$ cat src/spe_pkg.sv
// Shared constants for the scan period estimator.
// No dependencies; used by scan_period_estimator_core, spe_period_checker and testbench.
package spe_pkg;

  localparam int PERIOD_W = 20;
  localparam int COUNT_W  = 16;
  localparam int CFG_IDX_W = 2;
  localparam int STEP_W   = 5;

  localparam logic [PERIOD_W-1:0] PERIOD_LIMIT = 20'hFFFFF;
  localparam logic [PERIOD_W-1:0] PERIOD_RESET = 20'd20000;

  localparam logic [COUNT_W-1:0]  PPU_RESET = 16'd1000;
  localparam logic [PERIOD_W-1:0] MIN_RESET = 20'd1000;
  localparam logic [PERIOD_W-1:0] MAX_RESET = 20'd60000;

  localparam logic [CFG_IDX_W-1:0] REG_PULSES_PER_UPDATE = 2'd0;
  localparam logic [CFG_IDX_W-1:0] REG_MIN_PERIOD        = 2'd1;
  localparam logic [CFG_IDX_W-1:0] REG_MAX_PERIOD        = 2'd2;

  localparam logic [STEP_W-1:0] LAST_STEP = STEP_W'(PERIOD_W - 1);

endpackage

$ cat src/scan_period_estimator_core.sv
// Scan period estimator top level: pulse counter, radix-2 divider, clamp.
// Depends on spe_pkg.
//
// Each accepted pulse word yields one period_ms word. A pulse that does not
// trigger a recomputation passes through capture and clamp. Every
// pulses_per_update-th pulse passes through capture, difference, range
// check, 20 quotient bits from the shared compare/subtract unit and clamp;
// the divider yields one quotient bit per cycle. When the advance is zero
// or the quotient saturates, the divider is skipped.
// in_stall is high while a pulse is in work; the next pulse is taken as
// soon as the result sits in the output register, even if the downstream
// side still stalls it. A result that cannot enter the occupied output
// register holds the core until it does.
// Configuration writes are always ready and take effect at once.
module scan_period_estimator_core #(
  parameter int AZI_BITS  = 12,
  parameter int TIME_BITS = 32
) (
  input  logic                               clk,
  input  logic                               rst,
  input  logic                               in_valid,
  output logic                               in_stall,
  input  logic [TIME_BITS-1:0]               time_ms,
  input  logic [AZI_BITS-1:0]                azimuth,
  output logic                               out_valid,
  input  logic                               out_stall,
  output logic [spe_pkg::PERIOD_W-1:0]       period_ms,
  input  logic                               cfg_valid,
  output logic                               cfg_ready,
  input  logic [spe_pkg::CFG_IDX_W-1:0]      cfg_index,
  input  logic [spe_pkg::PERIOD_W-1:0]       cfg_data
);

  localparam int PW    = spe_pkg::PERIOD_W;
  localparam int SHIFT = PW - AZI_BITS;

  localparam logic [2:0] S_IDLE  = 3'd0;
  localparam logic [2:0] S_DIFF  = 3'd1;
  localparam logic [2:0] S_CHECK = 3'd2;
  localparam logic [2:0] S_DIV   = 3'd3;
  localparam logic [2:0] S_CLAMP = 3'd4;

  logic [2:0] state;

  logic [spe_pkg::COUNT_W-1:0] pulses_per_update;
  logic [PW-1:0]               min_period;
  logic [PW-1:0]               max_period;

  logic                        primed;
  logic [spe_pkg::COUNT_W-1:0] pulse_count;
  logic [TIME_BITS-1:0]        ref_time;
  logic [AZI_BITS-1:0]         ref_azimuth;
  logic [PW-1:0]               period_est;

  logic [TIME_BITS-1:0]        cur_time;
  logic [AZI_BITS-1:0]         cur_az;
  logic [TIME_BITS-1:0]        elapsed;
  logic [AZI_BITS-1:0]         advance;
  logic [AZI_BITS-1:0]         rem;
  logic [PW-1:0]               dbits;
  logic [PW-1:0]               quot;
  logic [spe_pkg::STEP_W-1:0]  step;

  logic                        accept;
  logic                        out_free;
  logic [spe_pkg::COUNT_W-1:0] count_next;
  logic [TIME_BITS-1:0]        elapsed_hi;
  logic                        saturate;
  logic [AZI_BITS:0]           trial;
  logic [AZI_BITS:0]           diff;
  logic                        take;
  logic [PW-1:0]               clamped;

  assign cfg_ready  = 1'b1;
  assign in_stall   = (state != S_IDLE);
  assign accept     = in_valid && !in_stall;
  assign out_free   = !out_valid || !out_stall;
  assign count_next = pulse_count + 1'b1;

  // elapsed * 2^AZI_BITS >= advance * 2^PW  <=>  (elapsed >> SHIFT) >= advance
  assign elapsed_hi = elapsed >> SHIFT;
  assign saturate   = (advance == '0) || (elapsed_hi >= TIME_BITS'(advance));

  // shared compare/subtract step of the divider
  assign trial = {rem, dbits[PW-1]};
  assign diff  = trial - {1'b0, advance};
  assign take  = (trial >= {1'b0, advance});

  always_comb begin
    clamped = period_est;
    if (clamped > max_period) begin
      clamped = max_period;
    end
    if (clamped < min_period) begin
      clamped = min_period;
    end
  end

  always_ff @(posedge clk) begin
    if (rst) begin
      pulses_per_update <= spe_pkg::PPU_RESET;
      min_period        <= spe_pkg::MIN_RESET;
      max_period        <= spe_pkg::MAX_RESET;
    end else if (cfg_valid && cfg_ready) begin
      unique case (cfg_index)
        spe_pkg::REG_PULSES_PER_UPDATE: begin
          pulses_per_update <= cfg_data[spe_pkg::COUNT_W-1:0];
        end
        spe_pkg::REG_MIN_PERIOD: begin
          min_period <= cfg_data;
        end
        spe_pkg::REG_MAX_PERIOD: begin
          max_period <= cfg_data;
        end
        default: begin
        end
      endcase
    end
  end

  always_ff @(posedge clk) begin
    if (rst) begin
      out_valid <= 1'b0;
    end else if (state == S_CLAMP && out_free) begin
      out_valid <= 1'b1;
    end else if (!out_stall) begin
      out_valid <= 1'b0;
    end
  end

  always_ff @(posedge clk) begin
    if (rst) begin
      state       <= S_IDLE;
      primed      <= 1'b0;
      pulse_count <= '0;
      ref_time    <= '0;
      ref_azimuth <= '0;
      period_est  <= spe_pkg::PERIOD_RESET;
      step        <= '0;
    end else begin
      unique case (state)
        S_IDLE: begin
          if (accept) begin
            if (!primed) begin
              ref_time    <= time_ms;
              ref_azimuth <= azimuth;
              primed      <= 1'b1;
            end
            if (count_next == pulses_per_update) begin
              pulse_count <= '0;
              state       <= S_DIFF;
            end else begin
              pulse_count <= count_next;
              state       <= S_CLAMP;
            end
          end
        end
        S_DIFF: begin
          ref_time    <= cur_time;
          ref_azimuth <= cur_az;
          state       <= S_CHECK;
        end
        S_CHECK: begin
          step <= '0;
          if (saturate) begin
            period_est <= spe_pkg::PERIOD_LIMIT;
            state      <= S_CLAMP;
          end else begin
            state <= S_DIV;
          end
        end
        S_DIV: begin
          step <= step + 1'b1;
          if (step == spe_pkg::LAST_STEP) begin
            period_est <= {quot[PW-2:0], take};
            state      <= S_CLAMP;
          end
        end
        S_CLAMP: begin
          period_est <= clamped;
          if (out_free) begin
            state <= S_IDLE;
          end
        end
        default: begin
          state <= S_IDLE;
        end
      endcase
    end
  end

  always_ff @(posedge clk) begin
    if (accept) begin
      cur_time <= time_ms;
      cur_az   <= azimuth;
    end
    if (state == S_DIFF) begin
      elapsed <= cur_time - ref_time;
      advance <= cur_az - ref_azimuth;
    end
    if (state == S_CHECK) begin
      rem   <= elapsed_hi[AZI_BITS-1:0];
      dbits <= {elapsed[SHIFT-1:0], {AZI_BITS{1'b0}}};
      quot  <= '0;
    end
    if (state == S_DIV) begin
      rem   <= take ? diff[AZI_BITS-1:0] : trial[AZI_BITS-1:0];
      dbits <= {dbits[PW-2:0], 1'b0};
      quot  <= {quot[PW-2:0], take};
    end
    if (state == S_CLAMP && out_free) begin
      period_ms <= clamped;
    end
  end

`ifndef NO_ASSERTIONS
  a_busy_after_accept: assert property (@(posedge clk) disable iff (rst)
    accept |=> in_stall)
    else $error("core ready right after taking a pulse");

  a_count_cleared: assert property (@(posedge clk) disable iff (rst)
    (state == S_DIFF) |-> (pulse_count == '0))
    else $error("pulse counter not cleared on recomputation");

  a_step_bound: assert property (@(posedge clk) disable iff (rst)
    (state == S_DIV) |-> (step <= spe_pkg::LAST_STEP))
    else $error("divider step counter out of range");

  a_min_clamp: assert property (@(posedge clk) disable iff (rst)
    $rose(out_valid) |-> (period_ms >= $past(min_period)))
    else $error("result below min_period");

  a_max_clamp: assert property (@(posedge clk) disable iff (rst)
    $rose(out_valid) |->
      (period_ms <= $past(max_period) || period_ms == $past(min_period)))
    else $error("result above max_period");
`endif

endmodule

$ cat config.mk
export PLATFORM = sky130hd
export DESIGN_NAME = scan_period_estimator_core
export DESIGN_NICKNAME = d
export VERILOG_FILES = /design/src/spe_pkg.sv /design/src/scan_period_estimator_core.sv
export SDC_FILE = /design/constraint.sdc
export NUM_CORES = 1
export LEC_CHECK = 0
export ABC_AREA = 1
export ABC_CLOCK_PERIOD_IN_PS = 6400
export BUFFER_PORTS_ARGS = -buffer_cell sky130_fd_sc_hd__buf_4
export CAP_MARGIN = 20
export CORE_UTILIZATION = 40
export CTS_CLUSTER_SIZE = 12
export DETAILED_ROUTE_END_ITERATION = 7
export GPL_TIMING_DRIVEN = 1
export PLACE_DENSITY = 0.63
export SYNTH_ARGS = -nofsm -noshare
export SYNTH_HDL_FRONTEND = slang
export SYNTH_SLANG_ARGS = --single-unit
$ cat constraint.sdc
create_clock -name clk -period 6.4 [get_ports clk]
set_input_delay 0.64 -clock clk [delete_from_list [all_inputs] [get_ports clk]]
set_output_delay 0.64 -clock clk [all_outputs]
set_load 0.01 [all_outputs]
==> results of run 1 <==
-- power groups by stage --
stage / logic (mW) / registers [mW] / clock network [mW]
global placement: 0.965 / 2.22 / 0
detailed placement: 0.981 / 2.22 / 0
finish: 0.985 / 2.18 / 2.02
CTS: 0.985 / 2.18 / 2.07
global route: 1.12 / 2.19 / 2.14
floorplan: 0.691 / 2.21 / 0
-- stage by stage --
step           utilization [%]  hold slack [ns]  total power, mW
5_1_grt                   46.7            0.237             5.45
2_1_floorplan                -            0.436             2.91
3_5_place_dp              43.6            0.459             3.20
3_3_place_gp              43.6            0.450             3.18
6_report                  46.7            0.262             5.19
4_1_cts                   46.6            0.231             5.24
-- sequential cells by signal (all words and copies together) (netlist names), 3 cells and up --
name,count
cur_time,32
elapsed,32
ref_azimuth,12
period_ms,20
cur_az,12
state,3
rem,12
quot,19
advance,12
max_period,20
dbits,8
period_est,20
ref_time,32
step,5
pulse_count,16
min_period,20
pulses_per_update,16
-- per-layer routing --
metal / track usage (%) / vias to the layer above
li1: - / 6389
met1: 25.8 / 5695
met2: 29.8 / 241
met3: 3.68 / 54
met4: 5.71 / 0
met5: 0 / -
-- area by class of cell --
type                       count  share of cell area (%)
tap                          518                    3.59
sequential                   293                    40.7
clock inverter                18                    1.16
timing repair buffer         106                    4.45
clock buffer                  46                    5.36
inverter                     236                    4.91
multi-input combinational   1250                    39.8
-- Yosys cell counts, drive strengths merged --
library cell / instances
nor2: 113
nand3b: 6
o221ai: 2
xor2: 49
o21a: 6
dfxtp: 146
a21oi: 163
a21boi: 3
o21ai: 156
a211oi: 3
a21o: 7
fa: 3
buf: 13
a211o: 1
xnor2: 24
nand2: 368
o211ai: 16
nand4: 24
clkbuf: 59
or2: 3
o2111ai: 2
xnor3: 2
o22ai: 1
clkinv: 5
nor4: 9
and2: 21
or3: 1
inv: 231
o21bai: 6
ha: 107
conb: 1
nor3: 23
a31oi: 49
a221oi: 2
edfxtp: 147
nand3: 79
-- cells in the final DEF (no fill, tap or decap), types with 6 or more instances in the layout --
master     synthesis  routed
nand3b_1           6       6
dfxtp_1          146     146
edfxtp_1         147     147
xnor2_1           24      24
o21ai_0          152     152
clkinv_1           5       9
buf_4              1     105
o21bai_1           6       6
and2_1            21      21
nand3_1           75      75
a21oi_1          163     162
a21o_1             7       7
o21a_1             6       6
nand4_1           24      24
nor2_1           106     106
clkbuf_16          0      35
nor3_1            22      20
nand2_1          366     366
clkbuf_1          59       6
ha_1             107     107
xor2_1            49      49
o211ai_1          16      16
nor4_1             8       8
a31oi_1           49      49
inv_1            230     230
-- worst reg2reg max path, stage by stage (launching register included) --
cell	delay [ns]
dfxtp_1	0.42
ha_1	0.28
nand2_1	0.09
inv_1	0.04
nand2_1	0.06
nand2_1	0.05
a21oi_1	0.16
nand3_1	0.12
nand2_1	0.79
o21ai_0	0.32
ha_1	0.39
nand4_1	0.12
or3_1	0.36
nor4_1	0.20
nand2_1	0.44
nand2_1	0.75
nand2_1	0.18
and2_1	0.19
-- worst paths after layout --
check                                    start        endpoint  depth (start not counted)
worst max register to register  period_est[15]   period_ms[14]                         17
worst min register to register  pulse_count[4]  pulse_count[4]                          2
worst min-delay path               time_ms[13]    cur_time[13]                          1
worst max-delay path            period_est[15]   period_ms[14]                         17
-- logic make-up after synthesis --
logic type	Yosys count	share of synthesized area, %
buffers and inverters	308	7.52
AOI/OAI and AO/OA	417	14.5
DFF	293	46.8
and+or+nand+nor	647	17.8
adders and majority gates	110	8.92
xor gates and xnor gates	75	4.37
other	1	0.0239
==> key figures, run 1 <==
Run status
  • Status: completed

Floorplanning
  • # IOs: 94
  • Die height: 200 um
  • Die width: 200 um
  • Row count: 72
  • Core area: 38600 um^2
  • Die footprint: 40000 um^2
  • Initial cell density of the core: 40.6%

Timing
  • Hold Violations, Final: 0
  • Setup ws final: 1.20 ns
  • RSZ-0062 raised after global routing: no
  • Fmax: 0.192 GHz
  • Crit share post-route: 81.3%
  • Slew margin rel.: 29.4%
  • Worst Tran Pin Value: 1.06 ns
  • Setup violators final: 0
  • Slew Limit Fails: 0
  • Final min period: 5.20 ns
  • Clk_skew: 0.0282 ns
  • Total Neg Setup Slack: 0 ns

Detailed routing
  • Via density per instance: 5.02
  • Drt first-iter violations: 784
  • WL met3: 1790 um
  • DR pass1 iterations: 5
  • Top sig layer: met4
  • Routed Antenna Nets: 0
  • WL final: 36800 um
  • Routed wire per std cell: 14.9 um
  • Vias: 12400
  • Drt drc: 0
  • M1 wire length: 17500 um
  • Met2 routed WL: 16500 um

GRT
  • Vias in the first global route: 11600
  • Largest net degree at the start of global routing: 89
  • Initial antenna violation count: 0
  • GRT Total Usage: 18.8%
  • First-pass GRT wire length: 59300 um
  • Remaining Overflow, GRT: 0

Setup path
  • Slowest cell delay on critical path: 0.79 ns
  • Worst setup EP type: flop
  • Largest fanout on the critical path: 39
  • Critical path required time: 6.72 ns
  • Crit-path most repeated cell: nand2_1
  • Cell family with most CP delay: simple AND/OR/NAND/NOR gates
  • Crit path buf inv count: 1
  • Setup slack, reg-to-reg: 1.20 ns
  • Slowest CP cell: nand2_1
  • Critical path type: reg -> reg
  • CP startpoint kind: flop
  • Cell Chain, Critical Path: ha_1, nand2_1, inv_1, nand2_1, nand2_1, a21oi_1, nand3_1, nand2_1, o21ai_0, ha_1, nand4_1, or3_1, nor4_1, nand2_1, nand2_1, nand2_1, and2_1
  • WP data arrival: 5.52 ns

Final layout
  • Final net count: 2103
  • Share of layout cells above drive strength 1: 9.34%
  • Synthesis-to-finish area growth: 15.0%
  • Ant. Diodes: 0
  • Non-filler cells, final: 2467
  • Post-route cell area: 18000 um^2
  • Fillcell total: 3715
  • Area occupied by multi-input gates: 7180 um^2
  • FF/Latch Area: 7340 um^2

Synth
  • Post-synth cell types: 48
  • Syn_area_per_cell: 8.47 um^2
  • Synth top area share: 28.2%
  • Mapped cell area: 15700 um^2
  • Post-Syn Nets: 2032
  • Mapped Cells: 1851
  • Number of synthesized register bits: 293
  • Area leader, netlist: edfxtp_1
  • Yosys Warn Count: 0
  • Synth area leaders: edfxtp_1, dfxtp_1, nand2_1
  • Sequential fraction of the synthesis area: 46.8%

Place
  • I/O Buffers: 92
  • GP Congestion: 0.904
  • Cell Area, Placed: 16800 um^2
  • Dpl hpwl: 26600 um
  • Post-placement cell count: 2402
  • Setup slack at placement: 1.29 ns

Clock tree
  • Post CTS Setup Buffer Count: 0
  • CTS-repair resized insts: 0
  • CTS H-tree depth: 2
  • CTS tree: built
  • Reg clk slew, reported paths: 0.06 ns
  • Clock sink count: 293
  • Worst-Skew Late Latency: 0.56 ns
  • Total clock buffers created by CTS: 35
  • Longest Clk Path Bufs: 3
  • Cts hold-fix bufs: 0
  • CTS Root Cell: clkbuf_16

Power and ir drop
  • Combinational share of power: 19.0%
  • Sequential share of power: 42.0%
  • Sw Pwr: 1.48 mW
  • PwrDens: 288 nW/um^2
  • Clk network pwr share: 39.0%
  • Leak pwr: 7.47 nW
  • Internal: 3.71 mW
  • VDD IR max: 221 uV
  • Switching part of the total: 28.5%

Run
  • Max-cap violations: 0

Min path
  • HP Class: in -> reg
Power figures use the tool's default switching activity.
==> run 2, diff against run 1 <==
Settings changed: ABC_CLOCK_PERIOD_IN_PS 6400 to 4900.
Clock period 6.4 ns to 4.9 ns, I/O delays scaled along.
==> run 2 against run 1 <==
Design area increased by 0.27%. Core utilization increased by 0.13 points. Critical path type unchanged. Worst setup slack got worse by 0.48 ns. Die area unchanged. Sequential power up 31%. Largest power group unchanged. Global-route usage decreased by 0.24 points. First-iteration DRC count down 1.9%. Critical path depth is 4 higher.
==> key figures, run 2 (synthesis results as in run 1) <==
Setup path
  • Cell family with most CP delay: simple AND/OR/NAND/NOR gates
  • Critical path required time: 5.20 ns (-1.52 ns)
  • Worst setup EP type: flop
  • Cell Chain, Critical Path: inv_1, ha_1, nand2_1, nor2_1, nand2_1, nor2_1, nand2_1, nand3_1, nand2_1, buf_4, o21ai_0, ha_1, a21oi_1, o21ai_0, nand4_1, a21oi_1, nor4_1, a21boi_1, buf_4, nand3_1, and2_1
  • Crit path buf inv count: 3 (+2)
  • CP startpoint kind: flop
  • Crit-path most repeated cell: nand2_1
  • Slowest cell delay on critical path: 0.35 ns (-0.44 ns)
  • WP data arrival: 4.48 ns (-1.04 ns)
  • Largest fanout on the critical path: 23 (-41%)
  • Slowest CP cell: nand2_1
  • Critical path type: reg -> reg

Timing
  • Setup violators final: 0 (unchanged)
  • Slew margin rel.: 42.5% (+13 points)
  • Worst Tran Pin Value: 0.860 ns (-0.196 ns)
  • Total Neg Setup Slack: 0 ns (unchanged)
  • Slew Limit Fails: 0 (unchanged)
  • Final min period: 4.18 ns (-1.02 ns)
  • Clk_skew: 0.0236 ns (-0.00462 ns)
  • Hold Violations, Final: 0 (unchanged)
  • Crit share post-route: 85.3% (+4.1 points)
  • Fmax: 0.239 GHz (+24%)
  • RSZ-0062 raised after global routing: no

GRT
  • Vias in the first global route: 11900 (+2.4%)
  • Initial antenna violation count: 0 (unchanged)
  • GRT Total Usage: 18.6% (-0.24 points)
  • Largest net degree at the start of global routing: 70 (-21%)
  • Remaining Overflow, GRT: 0 (unchanged)
  • First-pass GRT wire length: 59300 um (unchanged)

Floorplanning
  • Core area: 38600 um^2 (unchanged)
  • Die height: 200 um (unchanged)
  • Initial cell density of the core: 40.6% (unchanged)
  • Die width: 200 um (unchanged)
  • Row count: 72 (unchanged)
  • Die footprint: 40000 um^2 (unchanged)
  • # IOs: 94 (unchanged)

Place
  • GP Congestion: 0.943 (+4.3%)
  • Post-placement cell count: 2406 (+0.17%)
  • I/O Buffers: 92 (unchanged)
  • Dpl hpwl: 26500 um (-0.39%)

Detailed routing
  • Routed wire per std cell: 14.7 um (-1.3%)
  • Via density per instance: 5.04 (+0.52%)
  • Routed Antenna Nets: 0 (unchanged)
  • DR pass1 iterations: 5 (unchanged)
  • WL final: 36400 um (-1.1%)
  • Drt drc: 0 (unchanged)
  • Vias: 12500 (+0.72%)
  • Drt first-iter violations: 769 (-1.9%)

Power and ir drop
  • VDD IR max: 271 uV (+23%)
  • PwrDens: 374 nW/um^2 (+30%)
  • Leak pwr: 7.51 nW (+0.48%)

Final layout
  • Non-filler cells, final: 2472 (+0.20%)
  • Most common cell after layout, fill and taps aside: nand2_1
  • Final net count: 2108 (+0.24%)
  • Share of layout cells above drive strength 1: 9.62% (+0.28 points)
  • Synthesis-to-finish area growth: 15.3%
  • Commonest non-fill, non-tap cells in the layout: nand2_1, inv_1, a21oi_1
  • Largest registers: cur_time x32, elapsed x32, ref_time x32
  • Ant. Diodes: 0 (unchanged)

Clock tree
  • CTS tree: built
  • CTS Root Cell: clkbuf_16
  • Cts hold-fix bufs: 0 (unchanged)
  • Longest Clk Path Bufs: 3 (unchanged)
  • Reg clk slew, reported paths: 0.06 ns (about the same)
  • Worst-Skew Late Latency: 0.54 ns (-0.02 ns)
  • Total clock buffers created by CTS: 35 (unchanged)
  • Clock sink count: 293 (unchanged)
  • CTS H-tree depth: 2 (unchanged)

Run status
  • Status: completed

Run
  • Max-cap violations: 0 (unchanged)

Min path
  • HP Class: in -> reg
-- run 2: worst reg2reg max path, delay by kind of cell (launching register included) --
family / cells / cell delay, ns
AND/OR/NAND/NOR: 11 / 1.55
flip-flops: 1 / 0.31
AO/OA/AOI/OAI: 5 / 0.82
buffers and inverters: 3 / 0.69
adder cells (fa/ha/maj): 2 / 0.59
-- run 2: per-layer routing --
metal | up-vias | track usage [%] | routed length (um)
met3 | 67 | 2.99 | 1570
met2 | 259 | 30.2 | 16200
met1 | 5735 | 25.2 | 17700
met4 | 0 | 5.94 | 911
met5 | - | 0 | 0
li1 | 6407 | - | -
-- run 2: layout make-up --
cell class	instances	area, um^2
inverters	236	886
flip-flops and latches	293	7340
fillers	3734	20600
well taps	518	648
clock buffers	52	1040
repair buffers	111	853
clock inverters	12	130
multi-input cells	1250	7180
-- run 2: final timing paths --
check                  from             end  cells past startpoint  slack [ns]
max          max_period[11]   period_ms[13]                     21        0.72
min             time_ms[14]    cur_time[14]                      1        0.13
max reg2reg  max_period[11]   period_ms[13]                     21        0.72
min reg2reg  pulse_count[4]  pulse_count[4]                      2        0.46
-- run 2: stage by stage --
stage | worst slack [ns] | power, mW | util, % | cell area (um^2) | hold slack (ns)
2_1_floorplan | 1.32 | 3.80 | - | 15700 | 0.436
3_3_place_gp | 0.687 | 4.14 | 43.6 | 16900 | 0.449
3_5_place_dp | 0.581 | 4.17 | 43.7 | 16900 | 0.457
4_1_cts | 0.548 | 6.82 | 46.7 | 18000 | 0.0986
5_1_grt | 0.154 | 7.10 | 46.8 | 18100 | 0.108
6_report | 0.718 | 6.75 | 46.8 | 18100 | 0.127
-- run 2: repair_timing --
action | CTS | global route
endpoints found under the hold margin | 0 | 0
resized for setup | 0 | 1
setup endpoints to repair | 0 | 5
buffers inserted | 0 | 0
-- run 2: power breakdown --
group	leakage, nW	internal (mW)	switching, mW
registers	2.60	2.77	0.0756
clock network	0.575	1.59	1.03
logic	4.33	0.506	0.778
